`config.mk`:
```
export PLATFORM = sky130hd
export DESIGN_NAME = rational_fraction_alu_flat
export DESIGN_NICKNAME = d
export VERILOG_FILES = /design/src/sv/rfa_pkg.sv /design/src/sv/rfa_if.sv /design/src/sv/rational_fraction_alu.sv /design/src/flat_wrapper.sv
export SDC_FILE = /design/constraint.sdc
export NUM_CORES = 2
export LEC_CHECK = 0
export BUFFER_PORTS_ARGS = -buffer_cell sky130_fd_sc_hd__buf_2
export CORE_UTILIZATION = 65
export CTS_CLUSTER_DIAMETER = 30
export DETAILED_ROUTE_END_ITERATION = 16
export PLACE_DENSITY_LB_ADDON = 0.1
export SKIP_CTS_REPAIR_TIMING = 1
export SYNTH_ARGS = -nofsm -noshare
export SYNTH_HDL_FRONTEND = slang
export SYNTH_SLANG_ARGS = --single-unit
```
`constraint.sdc`:
```
create_clock -name clk -period 6.5 [get_ports clk]
set_input_delay 0.975 -clock clk [delete_from_list [all_inputs] [get_ports clk]]
set_output_delay 0.975 -clock clk [all_outputs]
set_load 0.01 [all_outputs]
```
`src/sv/rfa_pkg.sv`:
```
package rfa_pkg;

    localparam int OPERAND_BITS_DEF = 16;
    localparam int RES_NUM_W        = 32;
    localparam int RES_DEN_W        = 30;
    localparam int KIND_W           = 4;

    typedef enum logic [KIND_W-1:0] {
        OP_ADD    = 4'd0,
        OP_SUB    = 4'd1,
        OP_MUL    = 4'd2,
        OP_DIV    = 4'd3,
        OP_LT     = 4'd4,
        OP_LE     = 4'd5,
        OP_GT     = 4'd6,
        OP_GE     = 4'd7,
        OP_EQ     = 4'd8,
        OP_NE     = 4'd9,
        OP_REDUCE = 4'd10,
        OP_NEGATE = 4'd11
    } kind_t;

endpackage

```
`src/sv/rfa_if.sv`:
```
interface rfa_in_if #(parameter int OPERAND_BITS = rfa_pkg::OPERAND_BITS_DEF);
    logic                      valid;
    logic                      ready;
    logic [rfa_pkg::KIND_W-1:0] kind;
    logic signed [OPERAND_BITS-1:0] a_num;
    logic [OPERAND_BITS-2:0]   a_den;
    logic signed [OPERAND_BITS-1:0] b_num;
    logic [OPERAND_BITS-2:0]   b_den;
    modport source (output valid, kind, a_num, a_den, b_num, b_den, input ready);
    modport sink   (input valid, kind, a_num, a_den, b_num, b_den, output ready);
endinterface

interface rfa_out_if;
    logic                              valid;
    logic                              ready;
    logic signed [rfa_pkg::RES_NUM_W-1:0] res_num;
    logic [rfa_pkg::RES_DEN_W-1:0]     res_den;
    logic                              cmp_true;
    logic                              div_zero;
    modport source (output valid, res_num, res_den, cmp_true, div_zero, input ready);
    modport sink   (input valid, res_num, res_den, cmp_true, div_zero, output ready);
endinterface

```
`src/sv/rational_fraction_alu.sv`:
```
// Channel  Dir  Beat payload
// in       sink kind, a_num, a_den, b_num, b_den
// out      src  res_num, res_den, cmp_true, div_zero
//
// One beat in, one beat out. Busy from accept until the result is taken.
// W = 2*OPERAND_BITS+1 (33 by default). Compare, negate, unused opcodes
// and divide by zero register the result in S_PREP; other divides rerun
// S_PREP to reduce the cross products. Reducing paths run k Euclid
// remainder steps, each a load step plus a W-bit bit-serial restoring
// division, then two W-bit divisions scale n and d by the gcd. These
// divisions share one subtractor/shift unit; out ready low holds the
// result and the input. rst_n is async.
module rational_fraction_alu #(
    parameter int OPERAND_BITS = rfa_pkg::OPERAND_BITS_DEF
) (
    input  logic clk,
    input  logic rst_n,
    rfa_in_if.sink    in_ch,
    rfa_out_if.source out_ch
);
    localparam int W  = 2 * OPERAND_BITS + 1;   // magnitude width, covers cross sums
    localparam int SW = W + 1;                  // signed width
    localparam int CW = $clog2(W + 1);

    typedef enum logic [2:0] {
        S_IDLE, S_PREP, S_GCD, S_DIVN, S_DIVD, S_DONE
    } state_t;

    state_t state_reg;
    logic signed [SW-1:0] lhs_reg, rhs_reg, n_reg, d_reg;
    logic [W-1:0] x_reg, y_reg, g_reg;
    // shared serial divider
    logic [W-1:0] dvd_reg, dvs_reg, quo_reg, rem_reg;
    logic [CW-1:0] cnt_reg;
    logic [rfa_pkg::KIND_W-1:0] kind_reg;
    logic neg_reg;
    logic signed [rfa_pkg::RES_NUM_W-1:0] onum_reg;
    logic [rfa_pkg::RES_DEN_W-1:0] oden_reg;
    logic ocmp_reg, odz_reg, ovalid_reg;

    logic signed [SW-1:0] an, bn, ad, bd, p_lhs, p_rhs, p_nn, p_dd;
    logic [W:0] rem_sh, rem_sub;
    logic [W-1:0] n_mag, d_mag;

    assign an = SW'(in_ch.a_num);
    assign bn = SW'(in_ch.b_num);
    assign ad = SW'($unsigned(in_ch.a_den));
    assign bd = SW'($unsigned(in_ch.b_den));
    assign p_lhs = an * bd;
    assign p_rhs = bn * ad;
    assign p_nn  = an * bn;
    assign p_dd  = ad * bd;

    assign rem_sh  = {rem_reg, dvd_reg[W-1]};
    assign rem_sub = rem_sh - {1'b0, dvs_reg};
    assign n_mag = n_reg[SW-1] ? W'(-n_reg) : W'(n_reg);
    assign d_mag = d_reg[SW-1] ? W'(-d_reg) : W'(d_reg);

    assign in_ch.ready     = (state_reg == S_IDLE);
    assign out_ch.valid    = ovalid_reg;
    assign out_ch.res_num  = onum_reg;
    assign out_ch.res_den  = oden_reg;
    assign out_ch.cmp_true = ocmp_reg;
    assign out_ch.div_zero = odz_reg;

    always_ff @(posedge clk or negedge rst_n)
    begin
        if (!rst_n)
        begin
            state_reg  <= S_IDLE;
            ovalid_reg <= 1'b0;
            lhs_reg    <= '0;
            rhs_reg    <= '0;
            n_reg      <= '0;
            d_reg      <= '0;
            x_reg      <= '0;
            y_reg      <= '0;
            g_reg      <= '0;
            dvd_reg    <= '0;
            dvs_reg    <= '0;
            quo_reg    <= '0;
            rem_reg    <= '0;
            cnt_reg    <= '0;
            kind_reg   <= '0;
            neg_reg    <= 1'b0;
            onum_reg   <= '0;
            oden_reg   <= '0;
            ocmp_reg   <= 1'b0;
            odz_reg    <= 1'b0;
        end
        else
        begin
            unique case (state_reg)
                S_IDLE:
                begin
                    if (in_ch.valid)
                    begin
                        kind_reg <= in_ch.kind;
                        lhs_reg  <= p_lhs;
                        rhs_reg  <= p_rhs;
                        // setup operands by opcode
                        case (in_ch.kind)
                            rfa_pkg::OP_ADD:
                            begin
                                n_reg <= (ad == bd) ? an + bn : p_lhs + p_rhs;
                                d_reg <= (ad == bd) ? ad : p_dd;
                            end
                            rfa_pkg::OP_SUB:
                            begin
                                n_reg <= (ad == bd) ? an - bn : p_lhs - p_rhs;
                                d_reg <= (ad == bd) ? ad : p_dd;
                            end
                            rfa_pkg::OP_MUL:
                            begin
                                n_reg <= p_nn;
                                d_reg <= p_dd;
                            end
                            default:
                            begin
                                n_reg <= an;
                                d_reg <= ad;
                            end
                        endcase
                        state_reg <= S_PREP;
                    end
                end
                S_PREP:
                begin
                    case (kind_reg) inside
                        rfa_pkg::OP_ADD, rfa_pkg::OP_SUB, rfa_pkg::OP_MUL,
                        rfa_pkg::OP_REDUCE:
                        begin
                            ocmp_reg <= 1'b0;
                            odz_reg  <= 1'b0;
                            x_reg <= n_mag;
                            y_reg <= d_mag;
                            neg_reg <= n_reg[SW-1] ^ d_reg[SW-1];
                            cnt_reg <= CW'(0);
                            state_reg <= S_GCD;
                        end
                        rfa_pkg::OP_DIV:
                        begin
                            n_reg <= lhs_reg;
                            d_reg <= rhs_reg;
                            if (rhs_reg == '0)
                            begin
                                onum_reg <= '0;
                                oden_reg <= rfa_pkg::RES_DEN_W'(1);
                                ocmp_reg <= 1'b0;
                                odz_reg  <= 1'b1;
                                ovalid_reg <= 1'b1;
                                state_reg <= S_DONE;
                            end
                            else
                            begin
                                // restart with cross products as n/d
                                kind_reg <= rfa_pkg::OP_REDUCE;
                            end
                        end
                        rfa_pkg::OP_NEGATE:
                        begin
                            onum_reg <= rfa_pkg::RES_NUM_W'(-n_reg);
                            oden_reg <= rfa_pkg::RES_DEN_W'(d_reg);
                            ocmp_reg <= 1'b0;
                            odz_reg  <= 1'b0;
                            ovalid_reg <= 1'b1;
                            state_reg <= S_DONE;
                        end
                        default:
                        begin
                            onum_reg <= '0;
                            oden_reg <= rfa_pkg::RES_DEN_W'(1);
                            odz_reg  <= 1'b0;
                            case (kind_reg)
                                rfa_pkg::OP_LT: ocmp_reg <= lhs_reg <  rhs_reg;
                                rfa_pkg::OP_LE: ocmp_reg <= lhs_reg <= rhs_reg;
                                rfa_pkg::OP_GT: ocmp_reg <= lhs_reg >  rhs_reg;
                                rfa_pkg::OP_GE: ocmp_reg <= lhs_reg >= rhs_reg;
                                rfa_pkg::OP_EQ: ocmp_reg <= lhs_reg == rhs_reg;
                                rfa_pkg::OP_NE: ocmp_reg <= lhs_reg != rhs_reg;
                                default:        ocmp_reg <= 1'b0;
                            endcase
                            ovalid_reg <= 1'b1;
                            state_reg <= S_DONE;
                        end
                    endcase
                end
                S_GCD:
                begin
                    // cnt 0: load x % y, or with y 0 take x as gcd; then step it
                    if (cnt_reg == CW'(0))
                    begin
                        if (y_reg == '0)
                        begin
                            g_reg   <= (x_reg == '0) ? W'(1) : x_reg;
                            dvd_reg <= n_mag;
                            dvs_reg <= (x_reg == '0) ? W'(1) : x_reg;
                            rem_reg <= '0;
                            cnt_reg <= CW'(W);
                            state_reg <= S_DIVN;
                        end
                        else
                        begin
                            dvd_reg <= x_reg;
                            dvs_reg <= y_reg;
                            rem_reg <= '0;
                            cnt_reg <= CW'(W);
                        end
                    end
                    else
                    begin
                        dvd_reg <= {dvd_reg[W-2:0], 1'b0};
                        rem_reg <= rem_sub[W] ? rem_sh[W-1:0] : rem_sub[W-1:0];
                        cnt_reg <= cnt_reg - CW'(1);
                        if (cnt_reg == CW'(1))
                        begin
                            x_reg <= y_reg;
                            y_reg <= rem_sub[W] ? rem_sh[W-1:0] : rem_sub[W-1:0];
                        end
                    end
                end
                S_DIVN, S_DIVD:
                begin
                    if (cnt_reg == CW'(1))
                    begin
                        rem_reg <= '0;
                        cnt_reg <= CW'(W);
                        if (state_reg == S_DIVN)
                        begin
                            n_reg   <= SW'({quo_reg[W-2:0], ~rem_sub[W]});
                            dvd_reg <= d_mag;
                            dvs_reg <= g_reg;
                            state_reg <= S_DIVD;
                        end
                        else
                        begin
                            onum_reg <= neg_reg ? -rfa_pkg::RES_NUM_W'(n_reg)
                                                : rfa_pkg::RES_NUM_W'(n_reg);
                            oden_reg <= rfa_pkg::RES_DEN_W'({quo_reg[W-2:0], ~rem_sub[W]});
                            ovalid_reg <= 1'b1;
                            state_reg <= S_DONE;
                        end
                    end
                    else
                    begin
                        dvd_reg <= {dvd_reg[W-2:0], 1'b0};
                        quo_reg <= {quo_reg[W-2:0], ~rem_sub[W]};
                        rem_reg <= rem_sub[W] ? rem_sh[W-1:0] : rem_sub[W-1:0];
                        cnt_reg <= cnt_reg - CW'(1);
                    end
                end
                S_DONE:
                begin
                    if (out_ch.ready)
                    begin
                        ovalid_reg <= 1'b0;
                        state_reg  <= S_IDLE;
                    end
                end
                default: state_reg <= S_IDLE;
            endcase
        end
    end

    // result only while done, busy means no accept
    a_valid_done: assert property (@(posedge clk) disable iff (!rst_n)
        out_ch.valid |-> state_reg == S_DONE) else $error("valid outside done");
    a_no_accept_busy: assert property (@(posedge clk) disable iff (!rst_n)
        out_ch.valid |-> !in_ch.ready) else $error("ready while result pending");
    a_den_nonzero_dz: assert property (@(posedge clk) disable iff (!rst_n)
        (out_ch.valid && out_ch.div_zero) |-> out_ch.res_den == 1)
        else $error("div zero result not 0/1");

endmodule
```
`src/flat_wrapper.sv`:
```
// flat-port wrapper written by rule: the top's interface ports become plain ports
module rational_fraction_alu_flat 
#(
    parameter int OPERAND_BITS = rfa_pkg::OPERAND_BITS_DEF
)
  (clk, rst_n, in_ch_valid, in_ch_kind, in_ch_a_num, in_ch_a_den, in_ch_b_num, in_ch_b_den, in_ch_ready, out_ch_valid, out_ch_res_num, out_ch_res_den, out_ch_cmp_true, out_ch_div_zero, out_ch_ready);
  rfa_in_if #(.OPERAND_BITS(OPERAND_BITS)) in_ch_i ();
  rfa_out_if out_ch_i ();
  input  logic clk;
  input  logic rst_n;
  input wire logic [$bits(in_ch_i.valid)-1:0] in_ch_valid;
  input wire logic [$bits(in_ch_i.kind)-1:0] in_ch_kind;
  input wire logic [$bits(in_ch_i.a_num)-1:0] in_ch_a_num;
  input wire logic [$bits(in_ch_i.a_den)-1:0] in_ch_a_den;
  input wire logic [$bits(in_ch_i.b_num)-1:0] in_ch_b_num;
  input wire logic [$bits(in_ch_i.b_den)-1:0] in_ch_b_den;
  output wire logic [$bits(in_ch_i.ready)-1:0] in_ch_ready;
  output wire logic [$bits(out_ch_i.valid)-1:0] out_ch_valid;
  output wire logic [$bits(out_ch_i.res_num)-1:0] out_ch_res_num;
  output wire logic [$bits(out_ch_i.res_den)-1:0] out_ch_res_den;
  output wire logic [$bits(out_ch_i.cmp_true)-1:0] out_ch_cmp_true;
  output wire logic [$bits(out_ch_i.div_zero)-1:0] out_ch_div_zero;
  input wire logic [$bits(out_ch_i.ready)-1:0] out_ch_ready;
  assign in_ch_i.valid = in_ch_valid;
  assign in_ch_i.kind = in_ch_kind;
  assign in_ch_i.a_num = in_ch_a_num;
  assign in_ch_i.a_den = in_ch_a_den;
  assign in_ch_i.b_num = in_ch_b_num;
  assign in_ch_i.b_den = in_ch_b_den;
  assign in_ch_ready = in_ch_i.ready;
  assign out_ch_valid = out_ch_i.valid;
  assign out_ch_res_num = out_ch_i.res_num;
  assign out_ch_res_den = out_ch_i.res_den;
  assign out_ch_cmp_true = out_ch_i.cmp_true;
  assign out_ch_div_zero = out_ch_i.div_zero;
  assign out_ch_i.ready = out_ch_ready;
  rational_fraction_alu #(.OPERAND_BITS(OPERAND_BITS)) u_core (.clk(clk), .rst_n(rst_n), .in_ch(in_ch_i), .out_ch(out_ch_i));
endmodule
```
==> out/results.txt <==
Outcome = finished with violations
Failing checks = setup timing
Final setup vio count = 40
Vias per cell = 6.19
Initial core utilization = 65.8%
Syn nets = 9,225
H-tree Lvls = 3
Initial antenna violation count = 15
Critical Path Most Common Cell = fa_1
Die footprint = 103,000 um2
Ys Warns = 0
Post-synth EDFFs = 0
Max-slew violations = 0
Clock tree buffer depth = 3
Post-Syn Area = 66,000 um2
Area delta synth->final = 21.8%
Die X = 321 um
Fin. Hold Viols = 0
Wire per inst = 24.4 um
Layout cells sized above 1 = 21.0%
Worst-margin pin slew = 1.42 ns
First-pass GRT wire length = 353,000 um
CP max stage delay = 0.57 ns
CTS root buffer = clkbuf_16
Final WS setup = -1.65 ns
Mapped Cells = 7,708
Detailed Route WL = 241,000 um
Crit-path leading delay family = adder cells
Max-Cap Viols = 0
FP Rows = 116
Total track usage = 45.3%
Hpwl dp = 186,000 um
Largest family of logic cells by synthesized area = adder cells
Slowest CP cell = fa_1
Clock sink count = 439
Worst Path Max Fanout = 5
Post-synthesis sequential area ratio = 16.6%
Fmax = 123 MHz
DRT iter0 DRCs = 6,957
Netlist cell types = 81
Crit. End Element = flop
I/O pin count = 136
Worst Path Required = 6.92 ns
Post-synthesis mux area share = 2.14%
Total negative slack = -32.39 ns
Clock Latency Late Sink = 0.62 ns
Residual DRC = 0
Share of flip-flops with an asynchronous set or reset = 100%
Max reg flops = 34
Compound-Gate Fraction of Synth Area = 14.1%
Final worst path period share = 125%
Main synth FF type = dfrtp_1
Slew headroom = 4.97%
Setup CP Type = in2reg
Inst Count DP = 9,679
Critical path buffers and inverters = 5
DR pass1 iterations = 9
Synth Area in Adders = 38.0%
Die Ht = 321 um
Worst-path clk slew = 0.05 ns
Largest net degree at the start of global routing = 162
Place WS = -2.51 ns
Worst Clk Skew = 0.0485 ns
Seq cells post-synth = 439
Final #Nets = 9,975
PortBufs = 135
Worst EP arrival = 8.57 ns
Crit path launch type = input port
Syn Area/Cell = 8.56 um2
Detail Route Antenna Nets = 0
XOR/XNOR Fraction of Synth Area = 3.82%
Simple-Gate Fraction of Synth Area = 15.9%
Vias in the first global route = 60,800
Core area = 100,000 um2
Post-layout util = 80.1%
Worst hold path class = in2async
Routed vias = 61,200
Inserted Clock Buffers = 72
Finished Layout Cells = 9,882
RSZ-0062 raised after global routing = yes
CTS tree = done
Tmin final = 8.15 ns
Total congestion overflow = 0
GP Congestion = 1.03
## worst paths after layout
check / start / endpoint / slack (ns) / cells after the start
worst max-delay path: in_ch_a_num[13] / u_core.n_reg[33]$_DFFE_PN0P_ / -1.65 / 30
worst max register to register: u_core.rem_reg[0]$_DFFE_PN0N_ / u_core.rem_reg[7]$_DFFE_PN0N_ / 1.98 / 12
worst min register to register: u_core.out_ch.res_num[14]$_DFFE_PN0P_ / u_core.out_ch.res_num[14]$_DFFE_PN0P_ / 0.47 / 2
max in group asynchronous: rst_n / u_core.rem_reg[17]$_DFFE_PN0N_ / 4.81 / 2
worst min-delay path: rst_n / u_core.out_ch.res_num[23]$_DFFE_PN0P_ / 0.30 / 1
min in group clk: u_core.out_ch.res_num[14]$_DFFE_PN0P_ / u_core.out_ch.res_num[14]$_DFFE_PN0P_ / 0.47 / 2
## per-stage QoR
step | hold slack [ns] | instance area (um2)
2_1_floorplan | 0.433 | 66900
3_3_place_gp | 0.453 | 74400
3_5_place_dp | 0.461 | 74400
4_1_cts | 0.317 | 76800
5_1_grt | 0.344 | 80400
6_report | 0.303 | 80400
## placed cells by master, fill, tap and decap left out, drive strengths merged, types with 42 or more instances in the layout
cell type / synthesis / routed
nand3: 62 / 62
mux2i: 42 / 42
o21ai: 433 / 433
a22oi: 56 / 56
and2: 397 / 397
a21oi: 436 / 436
clkbuf: 392 / 96
xor2: 139 / 139
buf: 25 / 1076
nand2b: 72 / 72
mux2: 84 / 84
fa: 926 / 926
dfrtp: 439 / 439
nand2: 1051 / 1051
xnor2: 149 / 149
a211oi: 52 / 52
o221ai: 49 / 49
a21o: 82 / 82
inv: 1239 / 1255
nor3: 73 / 73
ha: 521 / 521
nor2: 380 / 380
nor4: 50 / 50
o31ai: 52 / 52
## worst reg2reg max path: stages, from the launching register on
cell and delay, ns:
dfrtp_1 0.44, ha_1 0.31, nor2b_1 0.16, o2111a_1 0.27
o311ai_0 0.61, a2111o_1 0.35, a211o_1 0.21, o21ai_1 0.10
and3_1 0.27, a221oi_4 0.28, buf_4 0.63, mux2i_1 0.59
o21ai_0 0.16
## synthesized netlist by cell type, types with 49 or more instances
cell	number	share of area (%)
o31ai_1	52	0.59
mux2_2	84	1.4
ha_1	521	9.9
nand2_1	1051	6.0
xor2_1	139	1.8
nand2b_1	72	0.68
clkbuf_1	392	2.2
o21ai_0	429	3.3
fa_1	926	28
inv_1	1239	7.0
a21o_1	82	0.93
a21oi_1	436	3.3
a22oi_1	56	0.64
dfrtp_1	439	17
nor3_1	73	0.55
nor2_1	380	2.2
a211oi_1	52	0.59
xnor2_1	149	2.0
nor4_1	50	0.47
o221ai_1	49	0.65
and2_1	396	3.8
nand3_1	62	0.47
## cell families (layout without fill, tap and decap cells)
group                    Yosys count  in the layout
AND/OR/NAND/NOR                 2259           2259
buffers and inverters           1658           2465
AO/OA/AOI/OAI                   1489           1489
adder cells (fa/ha/maj)         1447           1447
flip-flops                       439            439
XOR/XNOR                         288            288
multiplexers                     128            128
other                              0             10
## cell type report
type | instances | area (um2)
multi-input combinational | 5611 | 51600
fill | 6610 | 19900
sequential | 439 | 11000
timing repair buffer | 1093 | 8910
inverter | 1241 | 4680
clock buffer | 80 | 1860
tap | 1357 | 1700
clock inverter | 51 | 612
antenna | 10 | 25.0
## routing by layer
metal  wire length (um)  GRT usage, %  up-vias
met4              21800          31.0        8
li1                   -             -    26400
met3              26600          10.5     1041
met1              86000          56.8    30200
met2             107000          69.9     3630
met5                 39             0        -
Power is left out: the tool's default activity adds up to more than one toggle a clock period on the data nets, which glitch-free logic cannot reach.
